File: config.mk
export PLATFORM = sky130hd
export DESIGN_NAME = i2c_master_byte_sequencer_core
export DESIGN_NICKNAME = d
export VERILOG_FILES = /design/src/i2cmbs_pkg.sv /design/src/i2cmbs_front.sv /design/src/i2cmbs_queue.sv /design/src/i2cmbs_back.sv /design/src/i2c_master_byte_sequencer_core.sv
export SDC_FILE = /design/constraint.sdc
export NUM_CORES = 1
export LEC_CHECK = 0
export ABC_AREA = 1
export BUFFER_PORTS_ARGS = -buffer_cell sky130_fd_sc_hd__buf_2
export CORE_MARGIN = 1.5
export CORE_UTILIZATION = 50
export DETAILED_ROUTE_END_ITERATION = 8
export PLACE_DENSITY_LB_ADDON = 0.05
export SYNTH_ARGS = -nofsm -noshare
export SYNTH_HDL_FRONTEND = slang
export SYNTH_SLANG_ARGS = --single-unit
File: constraint.sdc
create_clock -name clock -period 2.9 [get_ports clock]
set_clock_uncertainty 0.15 [all_clocks]
set_input_delay 0.29 -clock clock [delete_from_list [all_inputs] [get_ports clock]]
set_output_delay 0.29 -clock clock [all_outputs]
set_load 0.005 [all_outputs]
File: src/i2cmbs_pkg.sv
// ---------------------------------------------------------------------------
// I2C master byte sequencer package
// Command codes, command item type, step phases and queue sizing shared by
// the front, queue and back of the sequencer.
// ---------------------------------------------------------------------------
package i2cmbs_pkg;

   localparam int OP_W = 2;
   localparam int BYTE_W = 8;

   localparam logic [OP_W-1:0] OP_START = 2'd0;
   localparam logic [OP_W-1:0] OP_STOP  = 2'd1;
   localparam logic [OP_W-1:0] OP_WRITE = 2'd2;
   localparam logic [OP_W-1:0] OP_READ  = 2'd3;

   typedef enum logic [1:0] {
      KIND_START,
      KIND_STOP,
      KIND_WRITE,
      KIND_READ
   } cmd_kind_type;

   typedef struct packed {
      cmd_kind_type      kind;
      logic [BYTE_W-1:0] byte_val;  // write byte or sampled read byte
      logic              ack_sda;   // SDA drive in the acknowledge slot
      logic              nak;       // slave acknowledge level of a write
   } cmd_type;

   typedef enum logic [1:0] {
      PH_SETUP,
      PH_HIGH,
      PH_LOW
   } phase_type;

   // bit groups 0..7 carry data, group 8 is the acknowledge slot
   localparam int GROUP_W = 4;
   localparam logic [GROUP_W-1:0] ACK_GROUP = 4'd8;

   localparam int QUEUE_DEPTH = 2;
   localparam int QUEUE_PTR_W = $clog2(QUEUE_DEPTH);
   localparam int QUEUE_CNT_W = $clog2(QUEUE_DEPTH + 1);

   typedef enum logic {
      SEQ_IDLE,
      SEQ_RUN
   } seq_state_type;

endpackage

File: src/i2cmbs_front.sv
// ---------------------------------------------------------------------------
// I2C master byte sequencer front
// Accepts command items, classifies them and holds one decoded command
// until the queue takes it.
// ---------------------------------------------------------------------------
module i2cmbs_front (
   input  logic                          clock,
   input  logic                          reset,
   input  logic                          req_valid,
   output logic                          req_ready,
   input  logic [i2cmbs_pkg::OP_W-1:0]   req_operation,
   input  logic [i2cmbs_pkg::BYTE_W-1:0] req_write_data,
   input  logic                          req_master_ack,
   input  logic [i2cmbs_pkg::BYTE_W-1:0] req_bus_read_byte,
   input  logic                          req_bus_ack_level,
   output logic                          cmd_valid,
   input  logic                          cmd_ready,
   output i2cmbs_pkg::cmd_type           cmd_data
);
   import i2cmbs_pkg::*;

   logic    valid_ff, valid_in;
   cmd_type cmd_ff, cmd_in;
   logic    take;

   assign req_ready = !valid_ff || cmd_ready;
   assign take      = req_valid && req_ready;
   assign cmd_valid = valid_ff;
   assign cmd_data  = cmd_ff;

   always_comb begin
      cmd_in = cmd_ff;
      if (take) begin
         unique case (req_operation)
            OP_START: begin
               cmd_in.kind     = KIND_START;
               cmd_in.byte_val = '0;
               cmd_in.ack_sda  = 1'b1;
               cmd_in.nak      = 1'b0;
            end
            OP_STOP: begin
               cmd_in.kind     = KIND_STOP;
               cmd_in.byte_val = '0;
               cmd_in.ack_sda  = 1'b1;
               cmd_in.nak      = 1'b0;
            end
            OP_WRITE: begin
               cmd_in.kind     = KIND_WRITE;
               cmd_in.byte_val = req_write_data;
               cmd_in.ack_sda  = 1'b1;
               cmd_in.nak      = req_bus_ack_level;
            end
            default: begin
               cmd_in.kind     = KIND_READ;
               cmd_in.byte_val = req_bus_read_byte;
               cmd_in.ack_sda  = !req_master_ack;
               cmd_in.nak      = 1'b0;
            end
         endcase
      end
   end

   assign valid_in = take || (valid_ff && !cmd_ready);

   always_ff @(posedge clock) begin
      if (reset) begin
         valid_ff <= 1'b0;
      end else begin
         valid_ff <= valid_in;
      end
      cmd_ff <= cmd_in;
   end

endmodule

File: src/i2cmbs_queue.sv
// ---------------------------------------------------------------------------
// I2C master byte sequencer command queue
// Short FIFO of decoded commands between the front and the back.
// ---------------------------------------------------------------------------
module i2cmbs_queue (
   input  logic                clock,
   input  logic                reset,
   input  logic                push_valid,
   output logic                push_ready,
   input  i2cmbs_pkg::cmd_type push_data,
   output logic                pop_valid,
   input  logic                pop,
   output i2cmbs_pkg::cmd_type pop_data
);
   import i2cmbs_pkg::*;

   cmd_type                mem [QUEUE_DEPTH];
   logic [QUEUE_PTR_W-1:0] wr_ptr_ff, wr_ptr_in;
   logic [QUEUE_PTR_W-1:0] rd_ptr_ff, rd_ptr_in;
   logic [QUEUE_CNT_W-1:0] count_ff, count_in;
   logic                   do_push, do_pop;

   assign push_ready = (count_ff != QUEUE_CNT_W'(QUEUE_DEPTH));
   assign pop_valid  = (count_ff != '0);
   assign pop_data   = mem[rd_ptr_ff];
   assign do_push    = push_valid && push_ready;
   assign do_pop     = pop && pop_valid;

   always_comb begin
      wr_ptr_in = wr_ptr_ff;
      rd_ptr_in = rd_ptr_ff;
      count_in  = count_ff;
      if (do_push) begin
         wr_ptr_in = (wr_ptr_ff == QUEUE_PTR_W'(QUEUE_DEPTH - 1)) ? '0 : wr_ptr_ff + 1'b1;
      end
      if (do_pop) begin
         rd_ptr_in = (rd_ptr_ff == QUEUE_PTR_W'(QUEUE_DEPTH - 1)) ? '0 : rd_ptr_ff + 1'b1;
      end
      if (do_push && !do_pop) begin
         count_in = count_ff + 1'b1;
      end else if (do_pop && !do_push) begin
         count_in = count_ff - 1'b1;
      end
   end

   always_ff @(posedge clock) begin
      if (reset) begin
         wr_ptr_ff <= '0;
         rd_ptr_ff <= '0;
         count_ff  <= '0;
      end else begin
         wr_ptr_ff <= wr_ptr_in;
         rd_ptr_ff <= rd_ptr_in;
         count_ff  <= count_in;
      end
   end

   always_ff @(posedge clock) begin
      if (do_push) begin
         mem[wr_ptr_ff] <= push_data;
      end
   end

endmodule

File: src/i2cmbs_back.sv
// ---------------------------------------------------------------------------
// I2C master byte sequencer back
// Steps through the line drive sequence of one command at a time, one step
// per cycle while the result stage is free, into a registered result stage.
// ---------------------------------------------------------------------------
module i2cmbs_back (
   input  logic                          clock,
   input  logic                          reset,
   input  logic                          cmd_valid,
   output logic                          cmd_pop,
   input  i2cmbs_pkg::cmd_type           cmd_data,
   output logic                          rsp_valid,
   input  logic                          rsp_ready,
   output logic                          rsp_scl,
   output logic                          rsp_sda,
   output logic                          rsp_last_step,
   output logic [i2cmbs_pkg::BYTE_W-1:0] rsp_read_data,
   output logic                          rsp_nak
);
   import i2cmbs_pkg::*;

   seq_state_type        state_ff, state_in;
   cmd_type              cur_ff, cur_in;
   phase_type            phase_ff, phase_in;
   logic [GROUP_W-1:0]   group_ff, group_in;
   logic                 scl_ff, scl_in;
   logic                 sda_ff, sda_in;
   logic                 valid_ff, valid_in;
   logic                 last_ff, last_in;
   logic [BYTE_W-1:0]    rdata_ff, rdata_in;
   logic                 nak_ff, nak_in;

   logic out_free, emit, last, load;
   logic step_scl, step_sda, data_bit;

   assign out_free = !valid_ff || rsp_ready;

   assign last = (phase_ff == PH_LOW) &&
                 ((cur_ff.kind == KIND_START) || (cur_ff.kind == KIND_STOP) ||
                  (group_ff == ACK_GROUP));

   // next state
   always_comb begin
      state_in = state_ff;
      unique case (state_ff)
         SEQ_IDLE: begin
            if (cmd_valid) begin
               state_in = SEQ_RUN;
            end
         end
         SEQ_RUN: begin
            if (out_free && last && !cmd_valid) begin
               state_in = SEQ_IDLE;
            end
         end
         default: state_in = SEQ_IDLE;
      endcase
   end

   // control outputs
   always_comb begin
      emit = 1'b0;
      load = 1'b0;
      unique case (state_ff)
         SEQ_IDLE: begin
            load = cmd_valid;
         end
         SEQ_RUN: begin
            emit = out_free;
            load = out_free && last && cmd_valid;
         end
         default: begin
            emit = 1'b0;
            load = 1'b0;
         end
      endcase
   end

   assign cmd_pop  = load;
   assign data_bit = cur_ff.byte_val[~group_ff[2:0]];

   // line levels of the current step
   always_comb begin
      step_scl = scl_ff;
      step_sda = sda_ff;
      case (cur_ff.kind)
         KIND_START: begin
            case (phase_ff)
               PH_SETUP: step_scl = 1'b1;
               PH_HIGH:  step_sda = 1'b0;
               default: begin
                  step_scl = 1'b0;
                  step_sda = 1'b0;
               end
            endcase
         end
         KIND_STOP: begin
            case (phase_ff)
               PH_SETUP: step_sda = 1'b0;
               PH_HIGH:  step_scl = 1'b1;
               default:  step_sda = 1'b1;
            endcase
         end
         default: begin
            case (phase_ff)
               PH_SETUP: begin
                  if (group_ff == ACK_GROUP) begin
                     step_sda = cur_ff.ack_sda;
                  end else if (cur_ff.kind == KIND_WRITE) begin
                     step_sda = data_bit;
                  end else begin
                     step_sda = 1'b1;
                  end
               end
               PH_HIGH: step_scl = 1'b1;
               default: step_scl = 1'b0;
            endcase
         end
      endcase
   end

   always_comb begin
      cur_in   = cur_ff;
      phase_in = phase_ff;
      group_in = group_ff;
      scl_in   = scl_ff;
      sda_in   = sda_ff;
      valid_in = valid_ff && !rsp_ready;
      last_in  = last_ff;
      rdata_in = rdata_ff;
      nak_in   = nak_ff;
      if (emit) begin
         scl_in   = step_scl;
         sda_in   = step_sda;
         valid_in = 1'b1;
         last_in  = last;
         rdata_in = (last && (cur_ff.kind == KIND_READ)) ? cur_ff.byte_val : '0;
         nak_in   = last && cur_ff.nak;
         if (phase_ff == PH_LOW) begin
            phase_in = PH_SETUP;
            group_in = group_ff + 1'b1;
         end else if (phase_ff == PH_SETUP) begin
            phase_in = PH_HIGH;
         end else begin
            phase_in = PH_LOW;
         end
      end
      if (load) begin
         cur_in   = cmd_data;
         phase_in = PH_SETUP;
         group_in = '0;
      end
   end

   always_ff @(posedge clock) begin
      if (reset) begin
         state_ff <= SEQ_IDLE;
         phase_ff <= PH_SETUP;
         group_ff <= '0;
         scl_ff   <= 1'b1;
         sda_ff   <= 1'b1;
         valid_ff <= 1'b0;
      end else begin
         state_ff <= state_in;
         phase_ff <= phase_in;
         group_ff <= group_in;
         scl_ff   <= scl_in;
         sda_ff   <= sda_in;
         valid_ff <= valid_in;
      end
      cur_ff   <= cur_in;
      last_ff  <= last_in;
      rdata_ff <= rdata_in;
      nak_ff   <= nak_in;
   end

   assign rsp_valid     = valid_ff;
   assign rsp_scl       = scl_ff;
   assign rsp_sda       = sda_ff;
   assign rsp_last_step = last_ff;
   assign rsp_read_data = rdata_ff;
   assign rsp_nak       = nak_ff;

endmodule

File: src/i2c_master_byte_sequencer_core.sv
// ---------------------------------------------------------------------------
// I2C master byte sequencer core
// Start and stop commands give 3 result items, write and read byte commands
// give 27, one result item per cycle while rsp_ready is high; each item is
// one line drive step with the SCL level and SDA drive (1 released). The
// line stepper in the back part sets the rate: one step per cycle while the
// result stage is free; a queued command follows the last step of the one
// before it back to back. A two-entry command queue sits between the front
// and the back, so commands are taken while earlier ones still run. Both
// lines read high after reset and keep their levels between commands.
// ---------------------------------------------------------------------------
module i2c_master_byte_sequencer_core (
   input  logic                          clock,
   input  logic                          reset,
   input  logic                          req_valid,
   output logic                          req_ready,
   input  logic [i2cmbs_pkg::OP_W-1:0]   req_operation,
   input  logic [i2cmbs_pkg::BYTE_W-1:0] req_write_data,
   input  logic                          req_master_ack,
   input  logic [i2cmbs_pkg::BYTE_W-1:0] req_bus_read_byte,
   input  logic                          req_bus_ack_level,
   output logic                          rsp_valid,
   input  logic                          rsp_ready,
   output logic                          rsp_scl,
   output logic                          rsp_sda,
   output logic                          rsp_last_step,
   output logic [i2cmbs_pkg::BYTE_W-1:0] rsp_read_data,
   output logic                          rsp_nak
);
   import i2cmbs_pkg::*;

   logic    front_valid, front_ready;
   cmd_type front_cmd;
   logic    q_valid, q_pop;
   cmd_type q_cmd;

   i2cmbs_front u_front (
      .clock             (clock),
      .reset             (reset),
      .req_valid         (req_valid),
      .req_ready         (req_ready),
      .req_operation     (req_operation),
      .req_write_data    (req_write_data),
      .req_master_ack    (req_master_ack),
      .req_bus_read_byte (req_bus_read_byte),
      .req_bus_ack_level (req_bus_ack_level),
      .cmd_valid         (front_valid),
      .cmd_ready         (front_ready),
      .cmd_data          (front_cmd)
   );

   i2cmbs_queue u_queue (
      .clock      (clock),
      .reset      (reset),
      .push_valid (front_valid),
      .push_ready (front_ready),
      .push_data  (front_cmd),
      .pop_valid  (q_valid),
      .pop        (q_pop),
      .pop_data   (q_cmd)
   );

   i2cmbs_back u_back (
      .clock         (clock),
      .reset         (reset),
      .cmd_valid     (q_valid),
      .cmd_pop       (q_pop),
      .cmd_data      (q_cmd),
      .rsp_valid     (rsp_valid),
      .rsp_ready     (rsp_ready),
      .rsp_scl       (rsp_scl),
      .rsp_sda       (rsp_sda),
      .rsp_last_step (rsp_last_step),
      .rsp_read_data (rsp_read_data),
      .rsp_nak       (rsp_nak)
   );

endmodule

[After elaboration in Yosys (flattened, before gate mapping)]
Memory sizes are Yosys's and may differ from the RTL's. A register that Yosys moved wholly into a read port is not among the register bits.
Index checks and enable logic that the tools add are counted.
Storage, ports and cells
  bits in registers: 37
  bits in latches: 0
  ROM bits: 0
  bits in writable memories: 24
  memories: 1
  output and inout port bits: 14
  logic and storage cells: 103
Cells by class
  equal/unequal tests: 14
  $lt $le $gt $ge: 1
  div/mod/pow operators: 0
  reduce and logical (&&, ||, !) cells: 36
  shifts and indexed selects: 0
  $mul: 0
  add/subtract/negate cells: 5
  multiplexer cells: 27
  bitwise gates (word level): 2
Memory list
  u_queue.mem: words 2, width 12, rd ports 1, clocked after Yosys merged registers in 1, write ports 1, line i2cmbs_queue.sv:17  | cmd_type mem [QUEUE_DEPTH];
Operators with widths (number)
  one-hot mux 12 bit (3 select lines): 1
  two-way mux 1 bit: 14
  one-hot mux 1 bit (2 select lines): 7
  logical AND 1 bit: 13
  != test 2 bit (second input constant): 5
  == test 2 bit (second input constant): 4
  zero test 1 bit: 8
  two-way mux 2 bit: 4
  AND reduction 4 bit: 2
  == test 2 x 1 -> 1 bit (second input constant): 3
  zero test 2 bit: 3
  logical OR 1 bit: 5
  adder 4 x 1 -> 4 bit (second input constant): 1
  == test 4 bit (second input constant): 1
  less-than comparator 3 x 4 -> 1 bit (second input constant): 1
  nonzero test 2 bit: 2
  binary-select mux 1 bit (select 3 bit): 1
  != test 3 x 1 -> 1 bit (second input constant): 1
  NOT 3 bit: 1
  nonzero test 3 bit: 1
  adder 1 bit (second input constant): 2
  adder 2 x 1 -> 2 bit (second input constant): 1
  AND reduction 2 bit: 1
  OR reduction 2 bit: 1
  other kinds (2): 2

[Depth between registers and ports, before layout]
Gate-level depths: netlist of run 1.
  depth in word-level cells: 11
  depth in mapped cells: 12
  depth with buffers taken out: 12

[By module]
A second synthesis of run 1 with hierarchy kept.
Unflattened totals
  cells, all modules: 270
  area, all modules: 3079.2 um2
By module, submodules not included
  i2cmbs_back: cells an instance 146, instances 1, area each 1402.6 um2, sequential area each 860.8 um2
  i2cmbs_queue: cells an instance 74, instances 1, area each 1148.6 um2, sequential area each 820.8 um2
  i2cmbs_front: cells an instance 50, instances 1, area each 528.0 um2, sequential area each 380.4 um2

[Worst setup path before layout of run 1]
No wires, ideal clock.
  path type: register -> register
  from: register u_back.group_ff[0]
  to: register u_queue.count_ff[1]
  arrival time: 1817 ps
  buffers on the path: 0
  period minus slack after synthesis: 2089 ps
  setup time: 122 ps
  setup slack: 811 ps
  required time: 2628 ps
  stages on the path, launching flop included: 13
  path through: dfxtp_1 > inv_1 > ha_1 > nand3_2 > a21oi_4 > nand2_2 > nand2_2 > nand2_4 > ha_1 > a21oi_1 > o21ai_0 > o21ai_0 > a21oi_1
Between the ends
  word-level cells in the longest chain between the ends: 10
  elaborated cells between the ends (all ways): 12
  those cells by class: eq/ne (1); mux (2); reduce/logical (9)
RTL lines
  start: declaration: line i2cmbs_back.sv:25  | logic [GROUP_W-1:0] group_ff, group_in;
  start signal: assignment: line i2cmbs_back.sv:166  | group_ff <= group_in;
  == test 4 bit (*): line i2cmbs_back.sv:40  | (group_ff == ACK_GROUP));
  logical OR 1 bit (*): line i2cmbs_back.sv:39  | ((cur_ff.kind == KIND_START) || (cur_ff.kind == KIND_STOP) ||
  logical AND 1 bit (*): line i2cmbs_back.sv:38  | assign last = (phase_ff == PH_LOW) &&
  named net u_back.last: line i2cmbs_back.sv:33  | logic out_free, emit, last, load;
  logical AND 1 bit (*) (2 in a row): line i2cmbs_back.sv:70  | load = out_free && last && cmd_valid;
  one-hot mux 1 bit (2 select lines) (*): line i2cmbs_back.sv:64  | unique case (state_ff)
  logical AND 1 bit (*): line i2cmbs_queue.sv:27  | assign do_pop = pop && pop_valid;
  zero test 1 bit: line i2cmbs_queue.sv:39  | if (do_push && !do_pop) begin
  logical AND 1 bit: line i2cmbs_queue.sv:39
  two-way mux 2 bit or nonzero test 2 bit (tied branches)
  end signal: assignment: line i2cmbs_queue.sv:54  | count_ff <= count_in;
  end: declaration: line i2cmbs_queue.sv:20  | logic [QUEUE_CNT_W-1:0] count_ff, count_in;
Mark *: on every way through the listed nets, which the timed path passes. The rest lies on a longest branch.
A chain may end at the register's enable or synchronous reset.

[Worst setup path in the final report of run 1]
Same ends and word-level chain as after synthesis.

==> impl_metrics.ini, run 1 <==
[outcome]
run_status = finished clean

[clocking]
root_buffer = clkbuf_8
clock_latency_ns = 0.34
clockBufferDepth = 2
htree_levels = 3
clkSlewWorstSetupHoldPaths_ns = 0.08
postCtsSetupBuffers = 0
cts_made_buffers = 9
numClockSinks = 73
cts_tree = built
hold_buffers = 1
cts_resized = 0

[routing]
first_iter_violations = 53
drtAntennaViolNets = 0
drtPass1Iterations = 4
wirelength_um = 4520
via_per_inst = 4.79
vias = 1921
route.detailed.drc = 0
wl_per_cell_um = 11.3

[power]
power_frac_seq = 0.506
p_comb_frac = 0.206
power.switching_uw = 861
p_leak_uw = 0.00146
netSwitchingFraction = 0.293
vdd_drop_max_v = 0.000444
power_frac_clock = 0.288
pwr_density_cell_nw_per_um2 = 848
intPower_uw = 2080

[cells_and_area]
stdcell_count = 401
synthToLayoutAreaGrowth_pct = 17.2
multi_input_area_um2 = 773
fillCellCount = 482
regArea_um2 = 2040
antenna_cells = 0
drive_gt1_frac = 0.216
fin_nets = 351
fin_area_um2 = 3470

[logic_synthesis]
synthFlopType = edfxtp_1
synth_area_um2 = 2960
ys_ff_latch = 73
synth_largest_area_cell = edfxtp_1
synth_top_area_frac = 0.589
syn-num-nets = 304
async_flop_share = 0
syn_area_per_cell_um2 = 10.7
synth-seq-area-share = 0.690
ys_top_cells_by_area = edfxtp_1 (59%), nand2_1 (11%), dfxtp_1 (10%)
synth_edf_count = 58
synth.most_common_cell = nand2_1
ys_top_cells_by_count = nand2_1 (87), edfxtp_1 (58), inv_1 (27)
ys_types = 28
yosys_warnings = 0
synthCells = 277

[die]
start_util = 0.528
io_pins = 38
die_w_um = 79.9
row_count = 27
chipHeight_um = 79.9
dieArea_um2 = 6390
core_area_um2 = 5610

[critical_path]
cp_max_fo = 8
startpoint_type = register
worstPathCellList = inv_1 > ha_1 > nand3_2 > a21oi_4 > nand2_2 > nand2_2 > nand2_4 > ha_1 > a21oi_1 > o21ai_0 > o21ai_0 > a21oi_1
cpMaxStageDelayCell = dfxtp_1
cpPeakStageDelay_ns = 0.38
crit_type = register to register
cp.arrival_ns = 2.35
crit_required_ns = 2.98
worst_setup_path_end_kind = register

[sta]
tightest_slew_ns = 0.478
worst_hold_slack_ns = 0.0496
fin_tns_setup_ns = 0
rsz0062_at_grt = no
fmax_mhz = 442
hold_viol_final = 0
maxSlewHeadroom = 0.681
finalSetupViolCount = 0
finalCritPeriodShare = 0.781
drv_slew = 0
fin_crit_ns = 2.26

[global_routing]
antenna_found_initial = 0
grt_pass1_vias = 1770
gr-total-overflow = 0
grt_max_degree = 15
grt_pass1_wl_um = 7680
groute.usage.overall = 0.162

[placement]
placement.cell_area_um2 = 3240
place_inst = 384
dp_hpwl_um = 3180
io_buffers = 37
gp_congestion = 0.909

[min_path]
hp-class = input pin to register

[flow_run]
maxCapViolations = 0
-- placed cells by master, fill, tap and decap left out, types with 2 or more instances in the layout --
| master | count |
|---|---|
| nand2_1 | 87 |
| xor2_1 | 2 |
| buf_2 | 37 |
| nand2_2 | 6 |
| a21oi_1 | 14 |
| clkbuf_8 | 9 |
| inv_2 | 3 |
| buf_4 | 3 |
| dfxtp_1 | 15 |
| nor2_1 | 21 |
| clkinv_2 | 3 |
| clkinv_1 | 2 |
| clkinv_4 | 2 |
| ha_1 | 3 |
| nand3_1 | 15 |
| bufinv_16 | 2 |
| inv_1 | 27 |
| o21ai_0 | 5 |
| edfxtp_1 | 58 |
-- kinds of logic (layout without fill, tap and decap cells) --
group,Yosys count,in the layout,share of synthesized area
AO/OA/AOI/OAI,24,24,0.0469
buffers and inverters,38,90,0.0486
adder cells (fa/ha/maj),3,3,0.0127
AND/OR/NAND/NOR,137,137,0.196
XOR/XNOR,2,2,0.00592
flip-flops,73,73,0.690
-- per-layer routing --
layer | vias to the layer above | part of all wire | global-route usage
met4 | 0 | 0.021 | 0.0776
li1 | 1008 | - | -
met2 | 47 | 0.48 | 0.265
met3 | 9 | 0.041 | 0.0583
met1 | 857 | 0.46 | 0.190
met5 | - | 0 | 0
-- final cells by class --
class / instances / area share
flip-flops and latches: 73 / 0.589
multi-input cells: 166 / 0.223
repair buffers: 41 / 0.0628
inverters: 33 / 0.0361
clock buffers: 9 / 0.0357
clock inverters: 7 / 0.0274
well taps: 72 / 0.0260
-- power by group through the flow --
| stage | clock network [µW] | logic (µW) | registers, µW |
|---|---|---|---|
| finish | 846 | 606 | 1490 |
| global route | 921 | 701 | 1510 |
| CTS | 874 | 615 | 1490 |
| detailed placement | 0 | 612 | 1510 |
| global placement | 0 | 602 | 1510 |
| floorplan | 0 | 423 | 1500 |
-- final timing paths --
path / startpoint / end / slack, ns / cells after the start
hold / removal: req_valid / u_front.cmd_valid / 0.05 / 3
setup / recovery: u_back.group_ff[0] / u_queue.count_ff[1] / 0.64 / 12
setup reg to reg: u_back.group_ff[0] / u_queue.count_ff[1] / 0.64 / 12
hold reg to reg: u_front.cmd_data[11] / u_queue.mem[0][11] / 0.30 / 0
-- registers in the layout (all words and copies together) (netlist names) --
name	cells
u_back.phase_ff	2
u_back.rsp_sda	1
u_queue.wr_ptr_ff	1
u_back.rsp_last_step	1
u_back.state_ff	1
u_back.rsp_nak	1
u_queue.mem	24
u_queue.rd_ptr_ff	1
u_back.group_ff	4
u_queue.count_ff	2
u_back.rsp_valid	1
u_back.cur_ff	12
u_back.rsp_scl	1
u_back.rsp_read_data	8
u_front.cmd_valid	1
u_front.cmd_data	12
-- worst max-delay path, delay by kind of cell (launching register included) --
family,cells,cell delay (ns)
flip-flops,1,0.38
AO/OA/AOI/OAI,5,0.60
adder cells (fa/ha/maj),2,0.53
AND/OR/NAND/NOR,4,0.32
buffers and inverters,1,0.17
-- metrics by stage --
| step | setup WS, ns | total power (µW) | util |
|---|---|---|---|
| after floorplan | 0.811 | 1930 | - |
| after global placement | 0.699 | 2110 | 0.577 |
| after detailed placement | 0.626 | 2130 | 0.577 |
| after CTS | 0.630 | 2980 | 0.618 |
| after global routing | 0.376 | 3130 | 0.618 |
| final | 0.635 | 2940 | 0.618 |
(Power assumes the default switching activity.)
==> run 2: changes to the inputs <==
clock period = 1.9 ns   (was 2.9 ns; I/O delays follow)
==> run 2 against run 1 <==
  * Sequential power up 52%
  * Flip-flop and latch count unchanged
  * Utilization up 4.3 points
  * Non-clock buffer count up 26
  * Total power up 49%
  * Sequential share of layout area down 3.8 points
  * Global-route usage up 0.36 points
  * Largest power group unchanged
  * Highest routed layer unchanged
==> impl_metrics.ini, run 2 (synthesized netlist as in run 1, its figures left out) <==
[global_routing]
grt_pass1_wl_um = 7920
groute.usage.overall = 0.166
gr-total-overflow = 0
grt_pass1_vias = 1861
antenna_found_initial = 0
grt_max_degree = 14

[routing]
route.detailed.drc = 0
via_per_inst = 4.68
wl_per_cell_um = 10.9
vias = 1992
drtPass1Iterations = 4
wirelength_um = 4650
first_iter_violations = 72
drtAntennaViolNets = 0

[cells_and_area]
final_common_cell = nand2_1
multi_input_area_um2 = 811
fillCellCount = 439
largest_register_ff_count = 24
stdcell_count = 426
regArea_um2 = 2040
largest_register = u_queue.mem
final_cell_mix = nand2_1 (83), edfxtp_1 (58), buf_2 (36)
antenna_cells = 0
synthToLayoutAreaGrowth_pct = 25.4
fin_nets = 377
drive_gt1_frac = 0.249

[sta]
hold_viol_final = 0
fin_tns_setup_ns = 0
rsz0062_at_grt = yes
drv_slew = 0
finalCritPeriodShare = 0.993
maxSlewHeadroom = 0.349
tightest_slew_ns = 0.973
finalSetupViolCount = 0
fin_crit_ns = 1.89
fmax_mhz = 530

[power]
p_leak_uw = 0.00157
vdd_drop_max_v = 0.000621
finalPower_uw = 4390
pwr_density_cell_nw_per_um2 = 1180

[flow_run]
maxCapViolations = 0

[placement]
dp_hpwl_um = 3200
place_inst = 390
io_buffers = 37
gp_congestion = 0.803

[outcome]
run_status = finished clean

[critical_path]
cp_max_fo = 8
startpoint_type = input pin
crit_required_ns = 1.83
crit_type = input pin to register
r2r_end = u_queue.count_ff[1]
rrSetupSlack_ns = 0.05
r2r-start = u_back.group_ff[1]
cp.arrival_ns = 1.82
r2r_cells = 12
worst_setup_path_end_kind = register

[min_path]
hp-class = input pin to register
worst_hold_path.endpoint = u_front.cmd_data[7]
min_from = req_write_data[5]
hold_depth = 3

[die]
chipHeight_um = 79.9
die_w_um = 79.9
dieArea_um2 = 6390
io_pins = 38
start_util = 0.528
core_area_um2 = 5610
row_count = 27

[clocking]
root_buffer = clkbuf_8
clock_latency_ns = 0.33
htree_levels = 3
cts_made_buffers = 9
cts_tree = built
clockBufferDepth = 2
clkSlewWorstSetupHoldPaths_ns = 0.07
numClockSinks = 73
## run 2: changes by cell type in the layout (fill, tap and decap cells not counted), sizes merged
cell	change
clkinvlp	+1
clkinv	-2
buf	+9
dlygate4sd3	+17
bufinv	-1
clkbuf	+1
## run 2: worst max-delay path by stage
stage | slack [ns] | startpoint | endpoint | cells past startpoint
after global placement | 0.05 | u_back.group_ff[1] | u_queue.count_ff[1] | 12
after floorplan | 0.002 | u_back.group_ff[0] | u_queue.count_ff[1] | 12
after detailed placement | 0.009 | u_back.group_ff[1] | u_queue.count_ff[1] | 12
after global routing | -0.13 | u_queue.count_ff[1] | u_queue.mem[0][10] | 3
after CTS | 0.01 | u_back.group_ff[1] | u_queue.count_ff[1] | 12
final | 0.01 | req_operation[0] | u_front.cmd_data[4] | 6
## run 2: what timing repair did
| action | in CTS | in global routing |
|---|---|---|
| endpoints found under the hold margin | 16 | 0 |
| buffers inserted | 0 | 4 |
| gates resized for setup | 0 | 7 |
| hold buffers | 18 | 0 |
| setup endpoints to repair | 0 | 30 |
## run 2: layout make-up
class	instances	area share
flip-flops and latches	73	0.551
multi-input cells	166	0.219
repair buffers	67	0.123
inverters	33	0.0358
clock buffers	10	0.0344
well taps	72	0.0243
clock inverters	5	0.0128
## run 2: routing by layer
layer	routed length, µm	vias to the layer above	share of wire	GRT usage
li1	-	1057	-	-
met3	157	8	0.034	0.0411
met2	2260	49	0.49	0.277
met1	2120	878	0.46	0.195
met4	104	0	0.022	0.0931
met5	0	-	0	0
## run 2: power by group
part	leakage (µW)	switching [µW]	total [µW]	internal (µW)
clock	0.0000910	512	1100	586
sequential	0.000674	125	2260	2130
combinational	0.000807	644	1040	396
total	0.00157	1280	4390	3110
## run 2: worst max-delay path: stages
cell           delay (ns)
dlygate4sd3_1        0.61
nand2_2              0.12
clkinvlp_4           0.18
nand2_1              0.11
nand2_1              0.05
dlygate4sd3_1        0.55
## run 2: metrics by stage
step                hold slack, ns  instance area (µm²)   util  setup WS (ns)
floorplan                    0.109                 2990      -        0.00199
global placement             0.249                 3310  0.590         0.0481
detailed placement           0.256                 3310  0.590        0.00862
CTS                       0.000621                 3660  0.654         0.0109
global route                0.0216                 3710  0.662         -0.132
finish                      0.0169                 3710  0.662         0.0140
==> run 3: changes to the inputs <==
CORE_UTILIZATION = 45   (was 50)
CTS_CLUSTER_SIZE = 12   (was unset)
clock period = 1.7 ns   (was 1.9 ns; I/O delays follow)
==> run 3 against run 2 <==
  * The flow now finishes with violations (negative setup slack)
  * Highest routed layer unchanged
  * Worst hold slack improved by 0.19 ns
  * Design area increased by 6.3%
  * Critical path type is now register to register
  * Combinational power increased by 24%
  * Register-to-register slack got worse by 0.09 ns
  * Global-route usage decreased by 1.3 points
  * Largest cell class unchanged
  * Sequential share of layout area decreased by 3.2 points
  * First-iteration DRC count decreased by 42%
  * Worst setup slack got worse by 0.059 ns
  * Utilization decreased by 4.1 points
  * Cell count increased by 5.2%
==> impl_metrics.ini, run 3 (synthesized netlist as in run 1, its figures left out) <==
[sta]
maxSlewHeadroom = 0.722
finalSetupViolCount = 1
tightest_slew_ns = 0.417
fin_ws_ns = -0.0446
hold_viol_final = 0
worst_hold_slack_ns = 0.205
drv_slew = 0
fmax_mhz = 573
rsz0062_at_grt = yes
fin_crit_ns = 1.74
finalCritPeriodShare = 1.03

[routing]
via_per_inst = 4.49
vias = 2010
route.detailed.drc = 0
wirelength_um = 4860
wl_per_cell_um = 10.8
first_iter_violations = 42
drtPass1Iterations = 4
drtAntennaViolNets = 0

[power]
pwr_density_cell_nw_per_um2 = 1360
p_comb_frac = 0.240
power_frac_seq = 0.469
vdd_drop_max_v = 0.000692
power_frac_clock = 0.291
p_leak_uw = 0.00167
intPower_uw = 3860
netSwitchingFraction = 0.282
power.switching_uw = 1510
finalPower_uw = 5380

[global_routing]
grt_pass1_wl_um = 8480
antenna_found_initial = 0
groute.usage.overall = 0.153
grt_pass1_vias = 1952
gr-total-overflow = 0
grt_max_degree = 14

[cells_and_area]
largest_register = u_queue.mem
largest_register_ff_count = 24
synthToLayoutAreaGrowth_pct = 33.2
final_common_cell = nand2_1
antenna_cells = 0
drive_gt1_frac = 0.264
fin_nets = 393
final_cell_mix = nand2_1 (87), edfxtp_1 (58), buf_2 (37)

[placement]
gp_congestion = 0.748
dp_hpwl_um = 3190
io_buffers = 37

[die]
dieArea_um2 = 7070
row_count = 29
chipHeight_um = 84.1
start_util = 0.466
core_area_um2 = 6350
io_pins = 38
die_w_um = 84.1

[clocking]
clock_latency_ns = 0.33
cts_made_buffers = 9
root_buffer = clkbuf_8
htree_levels = 3
clockBufferDepth = 2
clkSlewWorstSetupHoldPaths_ns = 0.07
numClockSinks = 73
cts_tree = built

[critical_path]
worst_setup_path_end_kind = register
r2r_cells = 12
crit_required_ns = 1.78
cp_max_fo = 2
crit_type = register to register
rrSetupSlack_ns = -0.04
startpoint_type = register
cp.arrival_ns = 1.82

[min_path]
hold_depth = 6
hp-class = input pin to register

[outcome]
run_status = finished with violations
failed_checks = negative setup slack

[flow_run]
maxCapViolations = 0
[run 3: cell count changes in the layout (fill, tap and decap cells not counted), sizes merged]
cell         change
bufinv           +2
buf             +10
clkinv           +1
dlygate4sd3      +6
clkinvlp         -2
[run 3: worst max-delay path: stages, from the launching register on]
cell	delay, ns
dfxtp_4	0.35
inv_4	0.06
ha_4	0.14
nand3_4	0.07
a21oi_4	0.14
nand2_2	0.07
nand2_4	0.07
nand2_4	0.05
ha_4	0.21
a21oi_2	0.11
o21ai_2	0.07
o21ai_1	0.11
a21oi_1	0.04
[run 3: layer usage]
metal,vias up,track usage,wire length (µm)
met5,-,0,0
met4,0,0.0924,122
met3,10,0.0346,150
met2,39,0.252,2380
met1,871,0.183,2200
li1,1090,-,-
[run 3: area by class of cell]
| cell class | instances | area (µm²) |
|---|---|---|
| clock buffers | 10 | 128 |
| repair buffers | 83 | 591 |
| well taps | 77 | 96.3 |
| fillers | 515 | 2410 |
| inverters | 33 | 139 |
| multi-input cells | 166 | 836 |
| flip-flops and latches | 73 | 2050 |
| clock inverters | 6 | 106 |
[run 3: repair_timing]
action                                 CTS  global route
hold buffers                            24             0
setup endpoints to repair               14            22
buffers inserted                         3             2
gates resized for setup                  1             8
pin swaps                                5             0
endpoints found under the hold margin   18             0
[run 3: worst paths after layout]
check	start	endpoint
hold / removal	rsp_ready	u_back.phase_ff[1]
setup reg to reg	u_back.group_ff[0]	u_queue.count_ff[1]
hold reg to reg	u_front.cmd_data[10]	u_queue.mem[1][10]
setup / recovery	u_back.group_ff[0]	u_queue.count_ff[1]
[run 3: power by group through the flow]
stage | clock, µW | combinational (µW) | sequential, µW
floorplan | 0 | 757 | 2560
global placement | 0 | 1150 | 2550
detailed placement | 0 | 1160 | 2550
CTS | 1600 | 1250 | 2510
global route | 1680 | 1460 | 2560
finish | 1570 | 1290 | 2520
[run 3: metrics by stage]
step | setup slack, ns | instances | TNS, ns | instance area, µm² | utilization
final | -0.0446 | 448 | -0.0446 | 3940 | 0.621
after global routing | -0.161 | 448 | -0.256 | 3940 | 0.621
after CTS | -0.0608 | 446 | -0.0608 | 3890 | 0.613
after detailed placement | -0.101 | 403 | -0.560 | 3390 | 0.534
after global placement | -0.0861 | 403 | -0.431 | 3390 | 0.534
after floorplan | -0.124 | 277 | -0.148 | 3000 | -
